--- src/hw/rtl/vdhs_pkg.sv ---
// Shared types, constants and helper functions for the vehicle depth, heading and speed controller.
package vdhs_pkg;

    localparam int POS_BITS_DEF   = 32;
    localparam int ANGLE_BITS_DEF = 16;

    localparam int MA_W  = 40;
    localparam int MB_W  = 20;
    localparam int MP_W  = MA_W + MB_W;
    localparam int ACC_W = MP_W + 2;

    localparam int PI_Q16   = 205887;
    localparam int TS_Q16   = 3277;
    localparam int SUM_LIM  = 327680;
    localparam int DEFL_LIM = 5120;
    localparam int RPM_MIN  = 400;
    localparam int RPM_MAX  = 1500;
    localparam int SIN_C1   = 102944;
    localparam int SIN_C2   = 42048;
    localparam int SIN_C3   = 4640;

    localparam logic [47:0] ELEV_GAINS_RST  = 48'd5497558141184;
    localparam logic [47:0] RUD_GAINS_RST   = 48'd1099511628288;
    localparam logic [47:0] PROP_GAINS_RST  = 48'd3298539929907;
    localparam logic [31:0] GUIDE_GAINS_RST = 32'd16784896;

    typedef enum logic [1:0] {
        CFG_ELEVATOR  = 2'd0,
        CFG_RUDDER    = 2'd1,
        CFG_PROPELLER = 2'd2,
        CFG_GUIDANCE  = 2'd3
    } cfg_idx_t;

    typedef enum logic [4:0] {
        ST_IDLE,
        ST_Z,
        ST_Z2,
        ST_IN,
        ST_MID,
        ST_S,
        ST_PSI,
        ST_XR1,
        ST_XR2,
        ST_XR3,
        ST_YR2,
        ST_YR3,
        ST_VD,
        ST_HD,
        ST_P0,
        ST_P1,
        ST_P2,
        ST_P3,
        ST_P4,
        ST_FIN
    } state_t;

    function automatic logic signed [31:0] sat32(input logic signed [63:0] v);
        if (v > 64'sd2147483647)
        begin
            return 32'sh7fffffff;
        end
        else if (v < -64'sd2147483648)
        begin
            return 32'sh80000000;
        end
        else
        begin
            return v[31:0];
        end
    endfunction

    function automatic logic signed [MB_W-1:0] gain_b(input logic [15:0] g);
        return $signed({{(MB_W-16){1'b0}}, g});
    endfunction

endpackage

--- src/hw/rtl/vdhs_mul.sv ---
// Shared signed multiplier with a registered product.
module vdhs_mul (
    input  logic                           clk,
    input  logic signed [vdhs_pkg::MA_W-1:0] a,
    input  logic signed [vdhs_pkg::MB_W-1:0] b,
    output logic signed [vdhs_pkg::MP_W-1:0] p
);
    import vdhs_pkg::*;

    logic signed [MP_W-1:0] p_reg;

    always_ff @(posedge clk)
    begin
        p_reg <= a * b;
    end

    assign p = p_reg;

endmodule

--- src/hw/rtl/vehicle_depth_heading_speed_pid.sv ---
// Top level of the vehicle depth, heading and speed PID controller.
// One transaction runs from acceptance to the output register, all on one shared
// multiplier: 10 steps of sine and cosine, 8 steps of yaw scaling, rotation and guidance,
// 5 steps per PID loop and one step that loads the output register.
// A new transaction is taken in the cycle after the previous one has reached the output
// register; a stalled output holds the block in its last step.
// Reset loads the default gains, clears all integrals and previous errors, and empties the output.
module vehicle_depth_heading_speed_pid #(
    parameter int POS_BITS   = vdhs_pkg::POS_BITS_DEF,
    parameter int ANGLE_BITS = vdhs_pkg::ANGLE_BITS_DEF
) (
    input  logic                         clk,
    input  logic                         rst_n,
    input  logic                         cfg_we,
    input  logic [1:0]                   cfg_index,
    input  logic [47:0]                  cfg_wdata,
    input  logic                         in_valid,
    output logic                         in_stall,
    input  logic signed [POS_BITS-1:0]   depth_now,
    input  logic signed [ANGLE_BITS-1:0] yaw_now,
    input  logic signed [POS_BITS-1:0]   pos_x_now,
    input  logic signed [POS_BITS-1:0]   pos_y_now,
    input  logic signed [POS_BITS-1:0]   depth_target,
    input  logic signed [POS_BITS-1:0]   pos_x_target,
    input  logic signed [POS_BITS-1:0]   pos_y_target,
    output logic                         out_valid,
    input  logic                         out_stall,
    output logic signed [13:0]           elevator_cmd,
    output logic signed [13:0]           rudder_cmd,
    output logic [10:0]                  propeller_rpm
);
    import vdhs_pkg::*;

    state_t state_reg, state_next;
    logic   sc_reg, sc_next;
    logic [1:0] lp_reg, lp_next;
    logic   out_valid_reg, out_valid_next;
    logic [47:0] elev_gains_reg, elev_gains_next;
    logic [47:0] rud_gains_reg, rud_gains_next;
    logic [47:0] prop_gains_reg, prop_gains_next;
    logic [31:0] guide_gains_reg, guide_gains_next;
    logic signed [31:0] depth_last_reg, depth_last_next, depth_sum_reg, depth_sum_next;
    logic signed [31:0] head_last_reg, head_last_next, head_sum_reg, head_sum_next;
    logic signed [31:0] speed_last_reg, speed_last_next, speed_sum_reg, speed_sum_next;

    logic signed [31:0] ex_reg, ex_next, ey_reg, ey_next, ez_reg, ez_next;
    logic signed [ANGLE_BITS-1:0] yaw_reg, yaw_next;
    logic [15:0] ang_reg, ang_next;
    logic [1:0]  q_reg, q_next;
    logic signed [17:0] z_reg, z_next, z2_reg, z2_next, sn_reg, sn_next, cs_reg, cs_next;
    logic signed [ACC_W-1:0] acc_reg, acc_next;
    logic signed [31:0] psi_reg, psi_next, xr_reg, xr_next, yr_reg, yr_next;
    logic signed [31:0] vdes_reg, vdes_next, eh_reg, eh_next, s_reg, s_next;
    logic signed [13:0] elev_res_reg, elev_res_next, rud_res_reg, rud_res_next;
    logic [10:0] rpm_res_reg, rpm_res_next;
    logic signed [13:0] elev_out_reg, elev_out_next, rud_out_reg, rud_out_next;
    logic [10:0] rpm_out_reg, rpm_out_next;

    logic signed [MA_W-1:0] mul_a;
    logic signed [MB_W-1:0] mul_b;
    logic signed [MP_W-1:0] mul_p;

    logic signed [POS_BITS:0] dx, dy, dz;

    logic [ANGLE_BITS+15:0] ang_wide;
    logic signed [31:0] pid_e, pid_last, pid_sum;
    logic [47:0] pid_gains;
    logic [15:0] sang;
    logic [14:0] fm;
    logic signed [19:0] tmp20;
    logic signed [17:0] s18;
    logic signed [ACC_W-1:0] tmp_acc, outv, sh, mag;
    logic signed [63:0] tmp64;
    logic signed [31:0] psides;
    logic signed [MA_W-1:0] dd, d20;

    vdhs_mul u_mul (
        .clk (clk),
        .a   (mul_a),
        .b   (mul_b),
        .p   (mul_p)
    );

    assign dx = (POS_BITS+1)'(pos_x_target) - (POS_BITS+1)'(pos_x_now);
    assign dy = (POS_BITS+1)'(pos_y_target) - (POS_BITS+1)'(pos_y_now);
    assign dz = (POS_BITS+1)'(depth_target) - (POS_BITS+1)'(depth_now);
    assign ang_wide = {yaw_now, 16'b0};

    always_comb
    begin
        case (lp_reg)
            2'd0:
            begin
                pid_e = ez_reg; pid_last = depth_last_reg; pid_sum = depth_sum_reg;
                pid_gains = elev_gains_reg;
            end
            2'd1:
            begin
                pid_e = eh_reg; pid_last = head_last_reg; pid_sum = head_sum_reg;
                pid_gains = rud_gains_reg;
            end
            default:
            begin
                pid_e = vdes_reg; pid_last = speed_last_reg; pid_sum = speed_sum_reg;
                pid_gains = prop_gains_reg;
            end
        endcase
    end

    always_comb
    begin
        state_next = state_reg;
        sc_next = sc_reg;
        lp_next = lp_reg;
        out_valid_next = out_valid_reg;
        elev_gains_next = elev_gains_reg;
        rud_gains_next = rud_gains_reg;
        prop_gains_next = prop_gains_reg;
        guide_gains_next = guide_gains_reg;
        depth_last_next = depth_last_reg;
        depth_sum_next = depth_sum_reg;
        head_last_next = head_last_reg;
        head_sum_next = head_sum_reg;
        speed_last_next = speed_last_reg;
        speed_sum_next = speed_sum_reg;
        ex_next = ex_reg;
        ey_next = ey_reg;
        ez_next = ez_reg;
        yaw_next = yaw_reg;
        ang_next = ang_reg;
        q_next = q_reg;
        z_next = z_reg;
        z2_next = z2_reg;
        sn_next = sn_reg;
        cs_next = cs_reg;
        acc_next = acc_reg;
        psi_next = psi_reg;
        xr_next = xr_reg;
        yr_next = yr_reg;
        vdes_next = vdes_reg;
        eh_next = eh_reg;
        s_next = s_reg;
        elev_res_next = elev_res_reg;
        rud_res_next = rud_res_reg;
        rpm_res_next = rpm_res_reg;
        elev_out_next = elev_out_reg;
        rud_out_next = rud_out_reg;
        rpm_out_next = rpm_out_reg;
        mul_a = '0;
        mul_b = '0;
        sang = '0;
        fm = '0;
        tmp20 = '0;
        s18 = '0;
        tmp_acc = '0;
        outv = '0;
        sh = '0;
        mag = '0;
        tmp64 = '0;
        psides = '0;
        dd = '0;
        d20 = '0;

        if (out_valid_reg && !out_stall)
        begin
            out_valid_next = 1'b0;
        end

        if (cfg_we)
        begin
            case (cfg_idx_t'(cfg_index))
                CFG_ELEVATOR:  elev_gains_next = cfg_wdata;
                CFG_RUDDER:    rud_gains_next = cfg_wdata;
                CFG_PROPELLER: prop_gains_next = cfg_wdata;
                CFG_GUIDANCE:  guide_gains_next = cfg_wdata[31:0];
                default:       guide_gains_next = guide_gains_reg;
            endcase
        end

        case (state_reg)
            ST_IDLE:
            begin
                if (in_valid)
                begin
                    ex_next = sat32(64'(dx));
                    ey_next = sat32(64'(dy));
                    ez_next = sat32(64'(dz));
                    yaw_next = yaw_now;
                    ang_next = ang_wide[ANGLE_BITS+15:ANGLE_BITS];
                    sc_next = 1'b0;
                    state_next = ST_Z;
                end
            end
            ST_Z:
            begin
                sang = sc_reg ? ang_reg + 16'h4000 : ang_reg;
                fm = sang[14] ? 15'd16384 - {1'b0, sang[13:0]} : {1'b0, sang[13:0]};
                z_next = $signed({1'b0, fm, 2'b00});
                q_next = sang[15:14];
                mul_a = MA_W'(z_next);
                mul_b = MB_W'(z_next);
                state_next = ST_Z2;
            end
            ST_Z2:
            begin
                z2_next = 18'(mul_p >>> 16);
                mul_a = MA_W'(SIN_C3);
                mul_b = MB_W'(z2_next);
                state_next = ST_IN;
            end
            ST_IN:
            begin
                tmp20 = 20'(SIN_C2) - 20'(mul_p >>> 16);
                mul_a = MA_W'(z2_reg);
                mul_b = tmp20;
                state_next = ST_MID;
            end
            ST_MID:
            begin
                tmp20 = 20'(SIN_C1) - 20'(mul_p >>> 16);
                mul_a = MA_W'(z_reg);
                mul_b = tmp20;
                state_next = ST_S;
            end
            ST_S:
            begin
                s18 = 18'(mul_p >>> 16);
                if (q_reg[1])
                begin
                    s18 = -s18;
                end
                if (!sc_reg)
                begin
                    sn_next = s18;
                    sc_next = 1'b1;
                    state_next = ST_Z;
                end
                else
                begin
                    cs_next = s18;
                    state_next = ST_PSI;
                end
            end
            ST_PSI:
            begin
                mul_a = MA_W'(yaw_reg);
                mul_b = MB_W'(PI_Q16);
                state_next = ST_XR1;
            end
            ST_XR1:
            begin
                psi_next = 32'(mul_p >>> (ANGLE_BITS - 1));
                mul_a = MA_W'(ex_reg);
                mul_b = MB_W'(cs_reg);
                state_next = ST_XR2;
            end
            ST_XR2:
            begin
                acc_next = ACC_W'(mul_p);
                mul_a = MA_W'(ey_reg);
                mul_b = MB_W'(sn_reg);
                state_next = ST_XR3;
            end
            ST_XR3:
            begin
                tmp_acc = acc_reg - ACC_W'(mul_p);
                xr_next = sat32(64'(tmp_acc >>> 16));
                mul_a = MA_W'(ex_reg);
                mul_b = MB_W'(sn_reg);
                state_next = ST_YR2;
            end
            ST_YR2:
            begin
                acc_next = ACC_W'(mul_p);
                mul_a = MA_W'(ey_reg);
                mul_b = MB_W'(cs_reg);
                state_next = ST_YR3;
            end
            ST_YR3:
            begin
                tmp_acc = acc_reg + ACC_W'(mul_p);
                yr_next = sat32(64'(tmp_acc >>> 16));
                mul_a = xr_reg[31] ? -MA_W'(xr_reg) : MA_W'(xr_reg);
                mul_b = gain_b(guide_gains_reg[15:0]);
                state_next = ST_VD;
            end
            ST_VD:
            begin
                vdes_next = sat32(64'(mul_p >>> 8));
                mul_a = MA_W'(yr_reg);
                mul_b = gain_b(guide_gains_reg[31:16]);
                state_next = ST_HD;
            end
            ST_HD:
            begin
                psides = sat32(64'(mul_p >>> 8));
                tmp64 = 64'(psides) - 64'(psi_reg);
                eh_next = sat32(tmp64);
                lp_next = 2'd0;
                state_next = ST_P0;
            end
            ST_P0:
            begin
                mul_a = MA_W'(pid_e);
                mul_b = MB_W'(TS_Q16);
                state_next = ST_P1;
            end
            ST_P1:
            begin
                tmp64 = 64'(pid_sum) + 64'(mul_p >>> 16);
                if (tmp64 > 64'(SUM_LIM))
                begin
                    s_next = 32'(SUM_LIM);
                end
                else if (tmp64 < -64'(SUM_LIM))
                begin
                    s_next = -32'(SUM_LIM);
                end
                else
                begin
                    s_next = tmp64[31:0];
                end
                case (lp_reg)
                    2'd0:    depth_sum_next = s_next;
                    2'd1:    head_sum_next = s_next;
                    default: speed_sum_next = s_next;
                endcase
                mul_a = MA_W'(pid_e);
                mul_b = gain_b(pid_gains[15:0]);
                state_next = ST_P2;
            end
            ST_P2:
            begin
                acc_next = ACC_W'(mul_p);
                mul_a = MA_W'(s_reg);
                mul_b = gain_b(pid_gains[31:16]);
                state_next = ST_P3;
            end
            ST_P3:
            begin
                acc_next = acc_reg + ACC_W'(mul_p);
                dd = MA_W'(pid_e) - MA_W'(pid_last);
                d20 = (dd <<< 4) + (dd <<< 2);
                mul_a = d20;
                mul_b = gain_b(pid_gains[47:32]);
                state_next = ST_P4;
            end
            ST_P4:
            begin
                outv = acc_reg + ACC_W'(mul_p);
                sh = outv >>> 16;
                case (lp_reg)
                    2'd0:
                    begin
                        sh = -sh;
                        if (sh > ACC_W'(DEFL_LIM))
                        begin
                            elev_res_next = 14'(DEFL_LIM);
                        end
                        else if (sh < -ACC_W'(DEFL_LIM))
                        begin
                            elev_res_next = -14'(DEFL_LIM);
                        end
                        else
                        begin
                            elev_res_next = sh[13:0];
                        end
                        depth_last_next = pid_e;
                    end
                    2'd1:
                    begin
                        if (sh > ACC_W'(DEFL_LIM))
                        begin
                            rud_res_next = 14'(DEFL_LIM);
                        end
                        else if (sh < -ACC_W'(DEFL_LIM))
                        begin
                            rud_res_next = -14'(DEFL_LIM);
                        end
                        else
                        begin
                            rud_res_next = sh[13:0];
                        end
                        head_last_next = pid_e;
                    end
                    default:
                    begin
                        mag = outv[ACC_W-1] ? -outv : outv;
                        mag = mag >>> 24;
                        if (mag > ACC_W'(RPM_MAX))
                        begin
                            rpm_res_next = 11'(RPM_MAX);
                        end
                        else if (mag < ACC_W'(RPM_MIN))
                        begin
                            rpm_res_next = 11'(RPM_MIN);
                        end
                        else
                        begin
                            rpm_res_next = mag[10:0];
                        end
                        speed_last_next = pid_e;
                    end
                endcase
                if (lp_reg == 2'd2)
                begin
                    state_next = ST_FIN;
                end
                else
                begin
                    lp_next = lp_reg + 2'd1;
                    state_next = ST_P0;
                end
            end
            ST_FIN:
            begin
                if (!out_valid_reg || !out_stall)
                begin
                    elev_out_next = elev_res_reg;
                    rud_out_next = rud_res_reg;
                    rpm_out_next = rpm_res_reg;
                    out_valid_next = 1'b1;
                    state_next = ST_IDLE;
                end
            end
            default:
            begin
                state_next = ST_IDLE;
            end
        endcase
    end

    always_ff @(posedge clk or negedge rst_n)
    begin
        if (!rst_n)
        begin
            state_reg <= ST_IDLE;
            sc_reg <= 1'b0;
            lp_reg <= 2'd0;
            out_valid_reg <= 1'b0;
            elev_gains_reg <= ELEV_GAINS_RST;
            rud_gains_reg <= RUD_GAINS_RST;
            prop_gains_reg <= PROP_GAINS_RST;
            guide_gains_reg <= GUIDE_GAINS_RST;
            depth_last_reg <= '0;
            depth_sum_reg <= '0;
            head_last_reg <= '0;
            head_sum_reg <= '0;
            speed_last_reg <= '0;
            speed_sum_reg <= '0;
        end
        else
        begin
            state_reg <= state_next;
            sc_reg <= sc_next;
            lp_reg <= lp_next;
            out_valid_reg <= out_valid_next;
            elev_gains_reg <= elev_gains_next;
            rud_gains_reg <= rud_gains_next;
            prop_gains_reg <= prop_gains_next;
            guide_gains_reg <= guide_gains_next;
            depth_last_reg <= depth_last_next;
            depth_sum_reg <= depth_sum_next;
            head_last_reg <= head_last_next;
            head_sum_reg <= head_sum_next;
            speed_last_reg <= speed_last_next;
            speed_sum_reg <= speed_sum_next;
        end
    end

    always_ff @(posedge clk)
    begin
        ex_reg <= ex_next;
        ey_reg <= ey_next;
        ez_reg <= ez_next;
        yaw_reg <= yaw_next;
        ang_reg <= ang_next;
        q_reg <= q_next;
        z_reg <= z_next;
        z2_reg <= z2_next;
        sn_reg <= sn_next;
        cs_reg <= cs_next;
        acc_reg <= acc_next;
        psi_reg <= psi_next;
        xr_reg <= xr_next;
        yr_reg <= yr_next;
        vdes_reg <= vdes_next;
        eh_reg <= eh_next;
        s_reg <= s_next;
        elev_res_reg <= elev_res_next;
        rud_res_reg <= rud_res_next;
        rpm_res_reg <= rpm_res_next;
        elev_out_reg <= elev_out_next;
        rud_out_reg <= rud_out_next;
        rpm_out_reg <= rpm_out_next;
    end

    assign in_stall = (state_reg != ST_IDLE);
    assign out_valid = out_valid_reg;
    assign elevator_cmd = elev_out_reg;
    assign rudder_cmd = rud_out_reg;
    assign propeller_rpm = rpm_out_reg;

    // An accepted transaction always starts the sine step.
    a_start: assert property (@(posedge clk) disable iff (!rst_n)
        (state_reg == ST_IDLE && in_valid) |=> (state_reg == ST_Z))
        else $error("accepted transaction did not start");

    a_loop_idx: assert property (@(posedge clk) disable iff (!rst_n)
        lp_reg != 2'd3)
        else $error("PID loop index out of range");

    a_sum_lim: assert property (@(posedge clk) disable iff (!rst_n)
        depth_sum_reg <= 32'(SUM_LIM) && depth_sum_reg >= -32'(SUM_LIM)
        && head_sum_reg <= 32'(SUM_LIM) && head_sum_reg >= -32'(SUM_LIM)
        && speed_sum_reg <= 32'(SUM_LIM) && speed_sum_reg >= -32'(SUM_LIM))
        else $error("integral outside its clamp");

    a_rpm_range: assert property (@(posedge clk) disable iff (!rst_n)
        out_valid_reg |-> (rpm_out_reg >= 11'(RPM_MIN) && rpm_out_reg <= 11'(RPM_MAX)))
        else $error("propeller command outside its range");

endmodule

--- config.mk ---
export PLATFORM = sky130hd
export DESIGN_NAME = vehicle_depth_heading_speed_pid
export DESIGN_NICKNAME = d
export VERILOG_FILES = /design/src/hw/rtl/vdhs_pkg.sv /design/src/hw/rtl/vdhs_mul.sv /design/src/hw/rtl/vehicle_depth_heading_speed_pid.sv
export SDC_FILE = /design/constraint.sdc
export NUM_CORES = 2
export LEC_CHECK = 0
export BUFFER_PORTS_ARGS = -buffer_cell sky130_fd_sc_hd__buf_4
export CORE_UTILIZATION = 60
export DETAILED_ROUTE_END_ITERATION = 7
export HOLD_SLACK_MARGIN = 0.05
export PLACE_DENSITY = 0.74
export SKIP_LAST_GASP = 1
export SLEW_MARGIN = 30
export SYNTH_ARGS = -nofsm -noshare
export SYNTH_HDL_FRONTEND = slang
export SYNTH_HIERARCHICAL = 1
export SYNTH_SLANG_ARGS = --single-unit
--- constraint.sdc ---
create_clock -name clk -period 18.7 [get_ports clk]
set_input_delay 1.87 -clock clk [delete_from_list [all_inputs] [get_ports clk]]
set_output_delay 1.87 -clock clk [all_outputs]
set_load 0.02 [all_outputs]
==> summary.md <==
| Metric | Value |
|---|---|
| Clk slew on worst S/H paths | 60 ps |
| Predominant post-synthesis flop cell | edfxtp_1 |
| Antenna violations before repair | 16 |
| First-pass DRT Iterations | 8 |
| Die width | ~390 um |
| Initial DRC Count | 8,809 |
| CP endpoint kind | flop |
| Post-Route WL | 313.5 mm |
| Cells after synthesis | 9,644 |
| Number of global-route vias before repair | 75,450 |
| Largest net degree at the start of global routing | 112 |
| Routability Congestion | 1.042 |
| Final setup fails | 0 |
| Critical Path RT | 19,310 ps |
| DIE HEIGHT | between 300 and 400 um |
| Layout cells sized above 1 | 0.1055 |
| Critical-path cell with the highest stage delay | ha_4 |
| Global-route wire length before repair | 472.0 mm |
| Gates resized, CTS repair | 0 |
| Area leader, netlist | fa_1 |
| # clock sinks | ~950 |
| Cts-stage hold buffer count | 0 |
| Max FFs per register | 62 |
| Top-area cell type share of the netlist area | 0.1776 |
| Worst hold start | elev_res_reg[4] |
| Max cap viols | 0 |
| Area contributors post-synth | fa_1, edfxtp_1, dfrtp_1, ha_1, inv_1 |
| Routed vias/inst | 6.440 |
| CTS root buf | clkbuf_16 |
| Tot GR Track Use | 0.4176 |
| Avg WL per Cell | 26.66 um |
| Final #Nets | 11,320 |
| Post-Syn Area | 88,850 um^2 |
| Max clock buf depth | 3 |
| Synth Warn # | 6 |
| DRC Markers | 3 |
| Port bufs | between 300 and 400 |
| Vias | 75,700 |
| Reg2reg path depth | 58 |
| Core Box Area | ~150,000 um^2 |
| Skew final | 81.07 ps |
| Status | complete, but fails checks |
| Failing checks | design-rule violations |
| Starting density of the core | 0.6074 |
| Synth Register Bits | 951 |
| Cell Rows | 140 |
| Area delta synth->final | 9.464% |
| Die area | 149,600 um^2 |
| Rel. slew slack | 0.2647 |
| GRT overflow | 0 |
| CTS tree | built |
| Fmax | 65.01 MHz |
| CP Max Fanout | between 40 and 50 |
| Post-CTS Setup Inserts | 0 |
| Max-slew violations | 0 |
| Final min period | 15,380 ps |
| Slowest stage delay, CP | approximately 640 ps |
| ANT nets after route | 0 |
| H-tree Lvls | 3 |
| CP Launch Type | flop |
| Crit Path Class | reg -> reg |
| Worst-skew pair later-pin latency | around 770 ps |
| Fill cells | 11,680 |
| Syn_area_per_cell | 9.212 um^2 |
| CTS Buf Count | 98 |
| Top post-synthesis cells by count | inv_1, nand2_1, fa_1 |
| DP HPWL | 240.9 mm |
| Num ports | 304 |
| Top-count cell post-synth | inv_1 |
| CP startpoint | lp_reg[1] |
| Post-synthesis sequential area ratio | 0.2937 |
| RSZ-0062 raised after global routing | false |
| WP data arrival | 15,990 ps |
| Syn Nets | 11,220 |
| Reg-to-reg startpoint | lp_reg[1] |
| Setup_tns | 0 ps |
| Synth cell types | approximately 120 |
| Type of the most critical hold path | reg -> reg |
| Synth async-reset ratio | 0.3964 |
| Slew @ Worst Pin | 1100 ps |
| Final worst-path cycle share | 0.8226 |
| Final hold vios | 0 |
| Number of synthesized flops with an enable pin | between 500 and 600 |
| Hold path depth | 0 |
stage by stage:
step | hold WS, ps | area [um^2] | std cells | setup slack [ps] | util
floorplan | 400.3 | 88850 | 9644 | 5343 | -
global placement | 401.5 | 93530 | 11560 | 3838 | 0.6394
detailed placement | 404.5 | 93600 | 11560 | 3669 | 0.6399
CTS | 418.4 | 97150 | 11750 | 3542 | 0.6642
global route | 422.1 | 97240 | 11750 | 2456 | 0.6648
finish | 418.1 | 97250 | 11760 | 3318 | 0.6649
cells in the final DEF, fill, tap and decap left out, types with 70 or more instances in the layout:
cell type / Yosys / final
inv_1: 1286 / 1286
nand2_1: 1105 / 1100
fa_1: 788 / 788
a21oi_1: 592 / 588
ha_1: 520 / 518
edfxtp_1: 514 / 514
o21ai_0: 514 / 493
buf_4: 0 / 493
nor2_1: 471 / 459
dfrtp_1: 355 / 355
and2_1: 350 / 350
xnor2_1: 322 / 320
mux2_2: 180 / 180
nand3_1: 166 / 166
nor3_1: 152 / 146
a21o_1: 134 / 134
xor2_1: 128 / 128
a22o_1: 103 / 103
clkbuf_16: 0 / 103
o31ai_1: 99 / 96
o21a_1: 88 / 88
a22oi_1: 87 / 87
nand4_1: 80 / 80
nand2b_1: 73 / 73
nor4_1: 73 / 70
path summary, 6_finish.rpt:
kind,slack [ps],endpoint
worst max-delay path,3320,u_mul/p[58]
worst min-delay path,420,elevator_cmd[4]
worst max register to register,3320,u_mul/p[58]
worst min register to register,420,elevator_cmd[4]
max in group asynchronous,16010,depth_last_reg[28]
min in group asynchronous,960,prop_gains_reg[44]
worst max-delay path: cells and delay by family, from the launching register on:
kind,cells,cell delay [ps]
DFF,1,380
buffers and inverters,9,1210
xor gates and xnor gates,2,280
AOI/OAI and AO/OA,25,6560
adders and majority gates,11,5190
and+or+nand+nor,11,1600
per-layer routing:
metal,up-vias,share of wire,GRT usage,wire length (um)
met4,16,0.063,0.2201,19710
met5,-,0.00030,0,94
met2,4316,0.44,0.6394,138400
met1,37520,0.39,0.5584,122800
li1,32950,-,-,-
met3,902,0.10,0.08956,32390
cell type report:
cell class	instances	area, um^2	area share
Antenna cell	7	17.52	0.0001801
Tap cell	1917	2399	0.02466
Clock inverter	53	750.7	0.007719
Clock buffer	132	2806	0.02886
Sequential cell	951	26100	0.2683
Timing Repair Buffer	500	3820	0.03928
Multi-Input combinational cell	6906	56520	0.5812
Inverter	1290	4842	0.04979
logic make-up after synthesis:
family,share of synthesized area
compound gates,0.1599
xor+xnor,0.04436
fa+ha+maj,0.2518
buf+inv,0.07598
flops,0.2937
mux,0.02462
simple gates,0.1496
Power is left out: the tool's default activity adds up to more than one toggle a clock period on the data nets, which glitch-free logic cannot reach.
